===== src/sv/fault_degradation_tracker_unit_macros.svh =====
// ----------------------------------------------------------------------------
// Fault degradation tracker assertion macros
// Shared concurrent assertion forms for the tracker's checks.
// ----------------------------------------------------------------------------
`ifndef FAULT_DEGRADATION_TRACKER_UNIT_MACROS_SVH
`define FAULT_DEGRADATION_TRACKER_UNIT_MACROS_SVH

// Same-cycle implication, disabled while reset is asserted.
`define FDT_ASSERT_IMPL(lbl, clk, rst_n, ante, cons) \
  lbl: assert property (@(posedge clk) disable iff (!rst_n) (ante) |-> (cons)) \
    else $error("Tracker check failed.");

// Next-cycle implication, disabled while reset is asserted.
`define FDT_ASSERT_NEXT(lbl, clk, rst_n, ante, cons) \
  lbl: assert property (@(posedge clk) disable iff (!rst_n) (ante) |=> (cons)) \
    else $error("Tracker check failed.");

`endif


===== src/sv/fdt_pkg.sv =====
// ----------------------------------------------------------------------------
// Fault degradation tracker package
// Shared constants, codes, control structs and the degradation lookup.
// ----------------------------------------------------------------------------
`timescale 1ns / 1ps

package fdt_pkg;

  localparam int MAX_SLOTS_DEF = 8;
  localparam int FAULT_KINDS   = 9;

  localparam logic [1:0] MODE_REPORT = 2'd0;
  localparam logic [1:0] MODE_CLEAR  = 2'd1;

  localparam logic [1:0] STATUS_OK      = 2'd0;
  localparam logic [1:0] STATUS_INVALID = 2'd1;
  localparam logic [1:0] STATUS_FULL    = 2'd2;

  localparam logic [2:0] LEVEL_EMERGENCY = 3'd4;

  localparam logic [2:0] DEGRADE_TABLE [FAULT_KINDS][5] = '{
    '{3'd0, 3'd0, 3'd0, 3'd0, 3'd0},
    '{3'd1, 3'd2, 3'd2, 3'd3, 3'd4},
    '{3'd1, 3'd2, 3'd2, 3'd3, 3'd4},
    '{3'd1, 3'd2, 3'd3, 3'd3, 3'd4},
    '{3'd2, 3'd3, 3'd3, 3'd3, 3'd4},
    '{3'd1, 3'd1, 3'd2, 3'd3, 3'd4},
    '{3'd1, 3'd2, 3'd2, 3'd3, 3'd4},
    '{3'd1, 3'd2, 3'd3, 3'd4, 3'd4},
    '{3'd3, 3'd4, 3'd4, 3'd4, 3'd4}
  };

  typedef enum logic [2:0] {
    ST_IDLE,
    ST_SEARCH,
    ST_UPDATE,
    ST_MAX,
    ST_RESULT
  } state_e;

  typedef struct packed {
    logic load_item;
    logic walk_clr;
    logic walk_step;
    logic rec_match;
    logic do_update;
    logic max_step;
    logic commit_max;
    logic load_result;
  } fdt_cmd_t;

  typedef struct packed {
    logic walk_done;
    logic match;
    logic id_valid;
    logic is_report;
    logic is_clear;
    logic found;
    logic full;
  } fdt_stat_t;

  function automatic logic [2:0] degrade_lookup(input logic [3:0] id, input logic [2:0] lvl);
    logic [2:0] col;
    logic [2:0] res;
    col = (lvl > 3'd4) ? 3'd4 : lvl;
    res = 3'd0;
    if (id < 4'(FAULT_KINDS)) begin
      res = DEGRADE_TABLE[id][col];
    end
    return res;
  endfunction

endpackage


===== src/sv/fdt_ctrl.sv =====
// ----------------------------------------------------------------------------
// Fault degradation tracker controller
// Sequences the slot search, the slot update, the level walk and the result.
// ----------------------------------------------------------------------------
`timescale 1ns / 1ps

module fdt_ctrl (
  input  logic              clk_i,
  input  logic              rst_ni,
  input  logic              in_valid_i,
  output logic              in_stall_o,
  output logic              out_valid_o,
  input  logic              out_stall_i,
  input  fdt_pkg::fdt_stat_t stat_i,
  output fdt_pkg::fdt_cmd_t  cmd_o
);
  import fdt_pkg::*;

  state_e state_q, state_d;
  logic   out_valid_q, out_valid_d;
  logic   out_free;

  assign out_free = !out_valid_q || !out_stall_i;

  always_comb begin
    state_d = state_q;
    case (state_q)
      ST_IDLE: begin
        if (in_valid_i) begin
          state_d = ST_SEARCH;
        end
      end
      ST_SEARCH: begin
        if (!stat_i.id_valid) begin
          state_d = ST_RESULT;
        end else if (stat_i.walk_done || stat_i.match) begin
          state_d = ST_UPDATE;
        end
      end
      ST_UPDATE: begin
        if (stat_i.is_clear || (stat_i.is_report && (stat_i.found || !stat_i.full))) begin
          state_d = ST_MAX;
        end else begin
          state_d = ST_RESULT;
        end
      end
      ST_MAX: begin
        if (stat_i.walk_done) begin
          state_d = ST_RESULT;
        end
      end
      ST_RESULT: begin
        if (out_free) begin
          state_d = ST_IDLE;
        end
      end
      default: begin
        state_d = ST_IDLE;
      end
    endcase
  end

  always_comb begin
    cmd_o      = '0;
    in_stall_o = 1'b1;
    case (state_q)
      ST_IDLE: begin
        in_stall_o      = 1'b0;
        cmd_o.load_item = in_valid_i;
        cmd_o.walk_clr  = in_valid_i;
      end
      ST_SEARCH: begin
        cmd_o.rec_match = stat_i.id_valid && !stat_i.walk_done && stat_i.match;
        cmd_o.walk_step = stat_i.id_valid && !stat_i.walk_done && !stat_i.match;
      end
      ST_UPDATE: begin
        cmd_o.do_update = 1'b1;
        cmd_o.walk_clr  = 1'b1;
      end
      ST_MAX: begin
        cmd_o.max_step   = !stat_i.walk_done;
        cmd_o.commit_max = stat_i.walk_done;
      end
      ST_RESULT: begin
        cmd_o.load_result = out_free;
      end
      default: begin
        cmd_o = '0;
      end
    endcase
  end

  always_comb begin
    out_valid_d = out_valid_q;
    if (cmd_o.load_result) begin
      out_valid_d = 1'b1;
    end else if (!out_stall_i) begin
      out_valid_d = 1'b0;
    end
  end

  always_ff @(posedge clk_i or negedge rst_ni) begin
    if (!rst_ni) begin
      state_q     <= ST_IDLE;
      out_valid_q <= 1'b0;
    end else begin
      state_q     <= state_d;
      out_valid_q <= out_valid_d;
    end
  end

  assign out_valid_o = out_valid_q;

endmodule


===== src/sv/fdt_datapath.sv =====
// ----------------------------------------------------------------------------
// Fault degradation tracker datapath
// Slot table, walk counter, level accumulator and result registers.
// ----------------------------------------------------------------------------
`timescale 1ns / 1ps

module fdt_datapath #(
  parameter int MaxSlots = fdt_pkg::MAX_SLOTS_DEF
) (
  input  logic               clk_i,
  input  logic               rst_ni,
  input  logic [1:0]         mode_i,
  input  logic [3:0]         fault_id_i,
  input  fdt_pkg::fdt_cmd_t  cmd_i,
  output fdt_pkg::fdt_stat_t stat_o,
  output logic [2:0]         degrade_level_o,
  output logic               fault_active_o,
  output logic [3:0]         active_count_o,
  output logic [1:0]         status_o
);
  import fdt_pkg::*;

  localparam int IdxW = (MaxSlots > 1) ? $clog2(MaxSlots) : 1;
  localparam int CntW = $clog2(MaxSlots + 1);

  logic [3:0]      slot_fault_q  [MaxSlots];
  logic            slot_active_q [MaxSlots];
  logic [2:0]      slot_level_q  [MaxSlots];
  logic [CntW-1:0] used_q;
  logic [CntW-1:0] act_cnt_q;
  logic [2:0]      overall_q;
  logic [CntW-1:0] walk_q;
  logic [2:0]      acc_q;
  logic [1:0]      mode_q;
  logic [3:0]      id_q;
  logic            found_q;
  logic [IdxW-1:0] idx_q;
  logic            found_act_q;
  logic [2:0]      found_lvl_q;
  logic            drop_q;

  logic [2:0]      level_res_q;
  logic            active_res_q;
  logic [3:0]      count_res_q;
  logic [1:0]      status_res_q;

  logic [IdxW-1:0] walk_idx;
  logic [IdxW-1:0] slot_sel;
  logic            id_valid;
  logic            is_report;
  logic            is_clear;
  logic            full;
  logic [2:0]      table_lvl;
  logic [2:0]      new_lvl;
  logic [2:0]      walk_lvl;
  logic [CntW+3:0] cnt_ext;

  assign walk_idx  = walk_q[IdxW-1:0];
  assign id_valid  = id_q < 4'(FAULT_KINDS);
  assign is_report = mode_q == MODE_REPORT;
  assign is_clear  = mode_q == MODE_CLEAR;
  assign full      = used_q == CntW'(MaxSlots);
  assign slot_sel  = found_q ? idx_q : used_q[IdxW-1:0];
  assign table_lvl = degrade_lookup(id_q, overall_q);
  assign new_lvl   = (found_q && (found_lvl_q > table_lvl)) ? found_lvl_q : table_lvl;
  assign walk_lvl  = slot_active_q[walk_idx] ? slot_level_q[walk_idx] : 3'd0;
  assign cnt_ext   = {4'd0, act_cnt_q};

  assign stat_o.walk_done = walk_q == used_q;
  assign stat_o.match     = slot_fault_q[walk_idx] == id_q;
  assign stat_o.id_valid  = id_valid;
  assign stat_o.is_report = is_report;
  assign stat_o.is_clear  = is_clear;
  assign stat_o.found     = found_q;
  assign stat_o.full      = full;

  always_ff @(posedge clk_i or negedge rst_ni) begin
    if (!rst_ni) begin
      for (int i = 0; i < MaxSlots; i++) begin
        slot_fault_q[i]  <= '0;
        slot_active_q[i] <= 1'b0;
        slot_level_q[i]  <= '0;
      end
      used_q      <= '0;
      act_cnt_q   <= '0;
      overall_q   <= '0;
      walk_q      <= '0;
      acc_q       <= '0;
      mode_q      <= '0;
      id_q        <= '0;
      found_q     <= 1'b0;
      idx_q       <= '0;
      found_act_q <= 1'b0;
      found_lvl_q <= '0;
      drop_q      <= 1'b0;
    end else begin
      if (cmd_i.load_item) begin
        mode_q      <= mode_i;
        id_q        <= fault_id_i;
        found_q     <= 1'b0;
        found_act_q <= 1'b0;
        drop_q      <= 1'b0;
      end
      if (cmd_i.walk_clr) begin
        walk_q <= '0;
        acc_q  <= '0;
      end
      if (cmd_i.walk_step) begin
        walk_q <= walk_q + CntW'(1);
      end
      if (cmd_i.max_step) begin
        walk_q <= walk_q + CntW'(1);
        if (walk_lvl > acc_q) begin
          acc_q <= walk_lvl;
        end
      end
      if (cmd_i.commit_max) begin
        overall_q <= acc_q;
      end
      if (cmd_i.rec_match) begin
        found_q     <= 1'b1;
        idx_q       <= walk_idx;
        found_act_q <= slot_active_q[walk_idx];
        found_lvl_q <= slot_level_q[walk_idx];
      end
      if (cmd_i.do_update) begin
        if (is_report) begin
          if (found_q || !full) begin
            slot_fault_q[slot_sel]  <= id_q;
            slot_active_q[slot_sel] <= 1'b1;
            slot_level_q[slot_sel]  <= new_lvl;
            if (!(found_q && found_act_q)) begin
              act_cnt_q <= act_cnt_q + CntW'(1);
            end
            if (!found_q) begin
              used_q <= used_q + CntW'(1);
            end
            found_q     <= 1'b1;
            idx_q       <= slot_sel;
            found_act_q <= 1'b1;
          end else begin
            drop_q <= 1'b1;
          end
        end else if (is_clear && found_q) begin
          slot_active_q[idx_q] <= 1'b0;
          slot_level_q[idx_q]  <= 3'd0;
          if (found_act_q) begin
            act_cnt_q <= act_cnt_q - CntW'(1);
          end
          found_act_q <= 1'b0;
        end
      end
    end
  end

  always_ff @(posedge clk_i) begin
    if (cmd_i.load_result) begin
      level_res_q  <= (!id_valid && (is_report || is_clear)) ? LEVEL_EMERGENCY : overall_q;
      active_res_q <= id_valid && found_q && found_act_q;
      count_res_q  <= cnt_ext[3:0];
      status_res_q <= !id_valid ? STATUS_INVALID : (drop_q ? STATUS_FULL : STATUS_OK);
    end
  end

  assign degrade_level_o = level_res_q;
  assign fault_active_o  = active_res_q;
  assign active_count_o  = count_res_q;
  assign status_o        = status_res_q;

endmodule


===== src/sv/fault_degradation_tracker_unit.sv =====
// Operation: a report or clear runs the slot search walk and then the level walk; a
// query, or a report dropped on a full table, runs only the slot search walk, and a
// request with an invalid fault id runs neither. Each walk visits one table slot per
// cycle. A new request is accepted only after the result of the current one is loaded.
// Reset: asynchronous, active low; clears the slot table, counts and system level.
`timescale 1ns / 1ps
`include "fault_degradation_tracker_unit_macros.svh"

// ----------------------------------------------------------------------------
// Fault degradation tracker
// Tracks fault reports in a slot table and derives the system degradation level.
// ----------------------------------------------------------------------------
module fault_degradation_tracker_unit #(
  parameter int MAX_SLOTS = fdt_pkg::MAX_SLOTS_DEF
) (
  input  logic       clk_i,
  input  logic       rst_ni,
  input  logic       in_valid_i,
  output logic       in_stall_o,
  input  logic [1:0] mode_i,
  input  logic [3:0] fault_id_i,
  output logic       out_valid_o,
  input  logic       out_stall_i,
  output logic [2:0] degrade_level_o,
  output logic       fault_active_o,
  output logic [3:0] active_count_o,
  output logic [1:0] status_o
);
  import fdt_pkg::*;

  fdt_cmd_t  cmd;
  fdt_stat_t stat;

  fdt_ctrl u_ctrl (
    .clk_i       (clk_i),
    .rst_ni      (rst_ni),
    .in_valid_i  (in_valid_i),
    .in_stall_o  (in_stall_o),
    .out_valid_o (out_valid_o),
    .out_stall_i (out_stall_i),
    .stat_i      (stat),
    .cmd_o       (cmd)
  );

  fdt_datapath #(
    .MaxSlots (MAX_SLOTS)
  ) u_datapath (
    .clk_i           (clk_i),
    .rst_ni          (rst_ni),
    .mode_i          (mode_i),
    .fault_id_i      (fault_id_i),
    .cmd_i           (cmd),
    .stat_o          (stat),
    .degrade_level_o (degrade_level_o),
    .fault_active_o  (fault_active_o),
    .active_count_o  (active_count_o),
    .status_o        (status_o)
  );

  `FDT_ASSERT_NEXT(a_busy_after_accept, clk_i, rst_ni, in_valid_i && !in_stall_o, in_stall_o)
  `FDT_ASSERT_IMPL(a_invalid_not_active, clk_i, rst_ni, out_valid_o && (status_o == STATUS_INVALID), !fault_active_o)
  `FDT_ASSERT_IMPL(a_full_not_active, clk_i, rst_ni, out_valid_o && (status_o == STATUS_FULL), !fault_active_o)

endmodule

===== config.mk =====
export PLATFORM = sky130hd
export DESIGN_NAME = fault_degradation_tracker_unit
export DESIGN_NICKNAME = d
export VERILOG_FILES = /design/src/sv/fdt_pkg.sv /design/src/sv/fdt_ctrl.sv /design/src/sv/fdt_datapath.sv /design/src/sv/fault_degradation_tracker_unit.sv
export VERILOG_INCLUDE_DIRS = /design/src /design/src/sv
export SDC_FILE = /design/constraint.sdc
export NUM_CORES = 1
export LEC_CHECK = 0
export BUFFER_PORTS_ARGS = -buffer_cell sky130_fd_sc_hd__clkbuf_2
export CAP_MARGIN = 30
export CELL_PAD_IN_SITES_DETAIL_PLACEMENT = 1
export CELL_PAD_IN_SITES_GLOBAL_PLACEMENT = 1
export CORE_MARGIN = 4
export CORE_UTILIZATION = 35
export CTS_BUF_LIST = sky130_fd_sc_hd__clkbuf_4
export DETAILED_ROUTE_END_ITERATION = 10
export PLACE_DENSITY = 0.58
export SLEW_MARGIN = 15
export SYNTH_ARGS = -nofsm -noshare
export SYNTH_HDL_FRONTEND = slang
export SYNTH_HIERARCHICAL = 1
export SYNTH_SLANG_ARGS = --single-unit

===== constraint.sdc =====
create_clock -name clk_i -period 5.1 [get_ports clk_i]
set_clock_uncertainty 0.15 [all_clocks]
set_input_delay 1.02 -clock clk_i [delete_from_list [all_inputs] [get_ports clk_i]]
set_output_delay 1.02 -clock clk_i [all_outputs]
set_load 0.02 [all_outputs]

==> impl_metrics.toml <==
[worst_setup_path]
crit_path_start_kind = "flip-flop"
cp_max_fo = 9
worstReg2RegStart = "u_datapath/id_q[0]"
critical_path.n_buffers_inverters = 2
r2r_cells = 13
critical_path_end_type = "flip-flop"
setup.reg_to_reg.worst_slack_ns = 1.32
worst-endpoint-arrival_ns = 3.99
cpPeakStageDelay_ns = 0.58
critical-path-top-delay-family = "simple AND/OR/NAND/NOR gates"
worst-setup-path-type = "flip-flop to flip-flop"
r2r-end = "u_datapath/slot_level_q[2]"
timing.critical_path.required_ns = 5.31
cell_by_cell_listing_of_the_critical_path = "inv_1 -> ha_1 -> nand2b_1 -> nand2_1 -> inv_1 -> nor2_1 -> nand2_1 -> ha_1 -> nor2b_1 -> o21ai_0 -> a21o_1 -> mux2i_1 -> o2bb2ai_1"
cpMaxStageDelayCell = "mux2i_1"

[route]
avgViaCountPerCell = 5.33
detailedRoute.firstIterationViolations = 199
firstDrtPassIters = 4
remaining_drc_errors = 0
post_drt_wl_per_cell_um = 20.1
vias = 4043
wl_mm = 15.2
ant_nets = 0

[floorplan]
floorplan.die_area_um2 = 18900
chipWidth_um = 137
placementRows = 47
core_region_area_um2 = 16500
io_pins = 22
start_util_pct = 35.6
die_h_um = 137

[cts]
tritoncts = "yes"
clock_tree.buffer_depth = 2
post_cts_resized = 0
post_cts_buffers = 0
clock_tree.root_cell = "clkbuf_4"
cts.clk_slew.worst_paths_ns = 0.18
cts_max_level = 3
worstSkewPairLatency_ns = 0.48
clock_buffers_created_by_tritoncts = 9
number_of_sinks_driven_by_the_clock_tree = 111
cts_hold_repair.buffers = 0

[worst_hold_path]
min-delay-path-class = "input port to async pin"

[global_route]
grt_antenna_before_repair = 1
grt_util_all_layers_pct = 17.5
first_pass_grt_wire_length_mm = 25.1
grt-ovfl-total = 0
grt_start_max_net_pins = 58
first_global_vias = 4292

[timing]
worst_setup_margin_ns = 1.32
hold_viol = 0
worst_hold_slack_ns = 0.266
tightest_slew_ns = 0.968
setup-tns-final_ns = 0
clock.fmax_mhz = 264
max-slew-margin-rel_pct = 34.9
finalSetupViolations = 0
rsz0062_at_grt = "no"
timing.final.crit_period_ns = 3.78
layout_worst_path_cycle_share_pct = 74.2
finalMaxSlewViolations = 0

[run_status]
run_status = "finished, final reports clean"

[run]
maxCapViolCount = 0

[layout]
final_design_area_no_fill_um2 = 6300
layout.filler_cells = 1843
mostFrequentLayoutCells = "dfrtp_1 (101), nand2_1 (45), o21ai_0 (33)"
fin_cells = 758
signed_area_change_from_the_synthesized_netlist_to_the_final_layout_pct = 7.56
final_core_util_pct = 38.3
layout_commonest_cell = "dfrtp_1"
post_route_cells_drive_above_1_share_pct = 20.5
finalNetCount = 559

[place]
place.detailed.instances = 740
place_area_um2 = 6160
buffer_ports.inserted = 21
preCtsSetupSlack_ns = 1.36
place_congestion = 0.813
place_hpwl_mm = 11.1

[yosys]
mappedNetlistNets = 550
primary_ff_master_synth = "dfrtp_1"
synthArstFlopShare_pct = 91.0
synth_seq_area_share_pct = 48.3
synthCells = 523
number_of_synthesized_flops_with_an_enable_pin = 10
syn_area_per_cell_um2 = 11.2
yosysWarningCount = 6
ys_types = 64
mappedNetlistArea_um2 = 5860
ys_seq_elements = 111

[power_and_ir_drop]
total_power_mw = 2.99
leakage_nw = 2.76
pwr_dens_nw_per_um2 = 474
irDropWorstVdd_uv = 130
==> sequential cells by signal (all words and copies together), names as in the netlist, 4 cells and up <==
signal and count:
u_datapath/active_count_o 4, u_datapath/act_cnt_q 4, u_datapath/used_q 4, u_datapath/slot_fault_q 32, u_datapath/slot_active_q 8, u_datapath/slot_level_q 24, u_datapath/walk_q 4, u_datapath/id_q 4
==> cells in the mapped netlist, types with 11 or more instances <==
cell	count	area share (%)
a21oi_1	18	1.5
buf_2	16	1.4
dfrtp_1	101	43
ha_1	16	3.4
inv_1	24	1.5
mux2_2	28	5.4
mux2i_1	19	3.2
mux4_2	14	5.4
nand2_1	45	2.9
nor2_1	32	2.1
nor2b_1	11	1.2
o21ai_0	33	2.8
o2bb2ai_1	24	3.6
xnor2_1	11	1.6
==> cells by family (layout without fill, tap and decap cells) <==
family	count (synthesis)	count (layout)	synth area share, %
buf+inv	58	72	4.70
compound gates	117	117	13.4
simple gates	141	141	13.0
mux	63	63	14.5
fa+ha+maj	17	17	3.76
flops	111	111	48.3
xor+xnor	16	16	2.39
other cells	0	1	0
==> how the worst max path moves through the flow <==
stage                                    start                          to  slack (ns)  cells past startpoint
final                       u_datapath/id_q[0]  u_datapath/slot_level_q[2]        1.32                     13
after global routing        u_datapath/id_q[1]  u_datapath/slot_level_q[8]        0.90                     13
after CTS                   u_datapath/id_q[0]  u_datapath/slot_level_q[2]        1.33                     13
after detailed placement    u_datapath/id_q[0]  u_datapath/slot_level_q[2]        1.36                     13
after global placement      u_datapath/id_q[1]  u_datapath/slot_level_q[8]        1.48                     13
after floorplan           u_datapath/walk_q[1]         u_datapath/idx_q[0]        2.14                     11
==> power by group <==
part           total [mW]  switching, mW  leakage, nW  internal (mW)
Clock               0.454          0.303       0.0776          0.152
Combinational        1.19          0.667         1.23          0.526
Sequential           1.34          0.262         1.46           1.08
Total                2.99           1.23         2.76           1.76
==> layer usage <==
layer  part of all wire (%)  vias to the layer above  track usage, %
li1                       -                     1880               -
met1                     47                     2083            24.0
met2                     48                       52            28.5
met3                    3.1                       28            2.85
met4                    2.0                        0            5.43
met5                      0                        -               0
==> area by class of cell <==
cell class | instances | area [um2] | area share [%]
Antenna cell | 1 | 2.50 | 0.0397
Clock buffer | 9 | 67.6 | 1.07
Clock inverter | 7 | 68.8 | 1.09
Inverter | 24 | 90.1 | 1.43
Multi-Input combinational cell | 354 | 2760 | 43.7
Sequential cell | 111 | 2830 | 44.9
Tap cell | 220 | 275 | 4.37
Timing Repair Buffer | 32 | 214 | 3.39
Power figures use the tool's default switching activity.
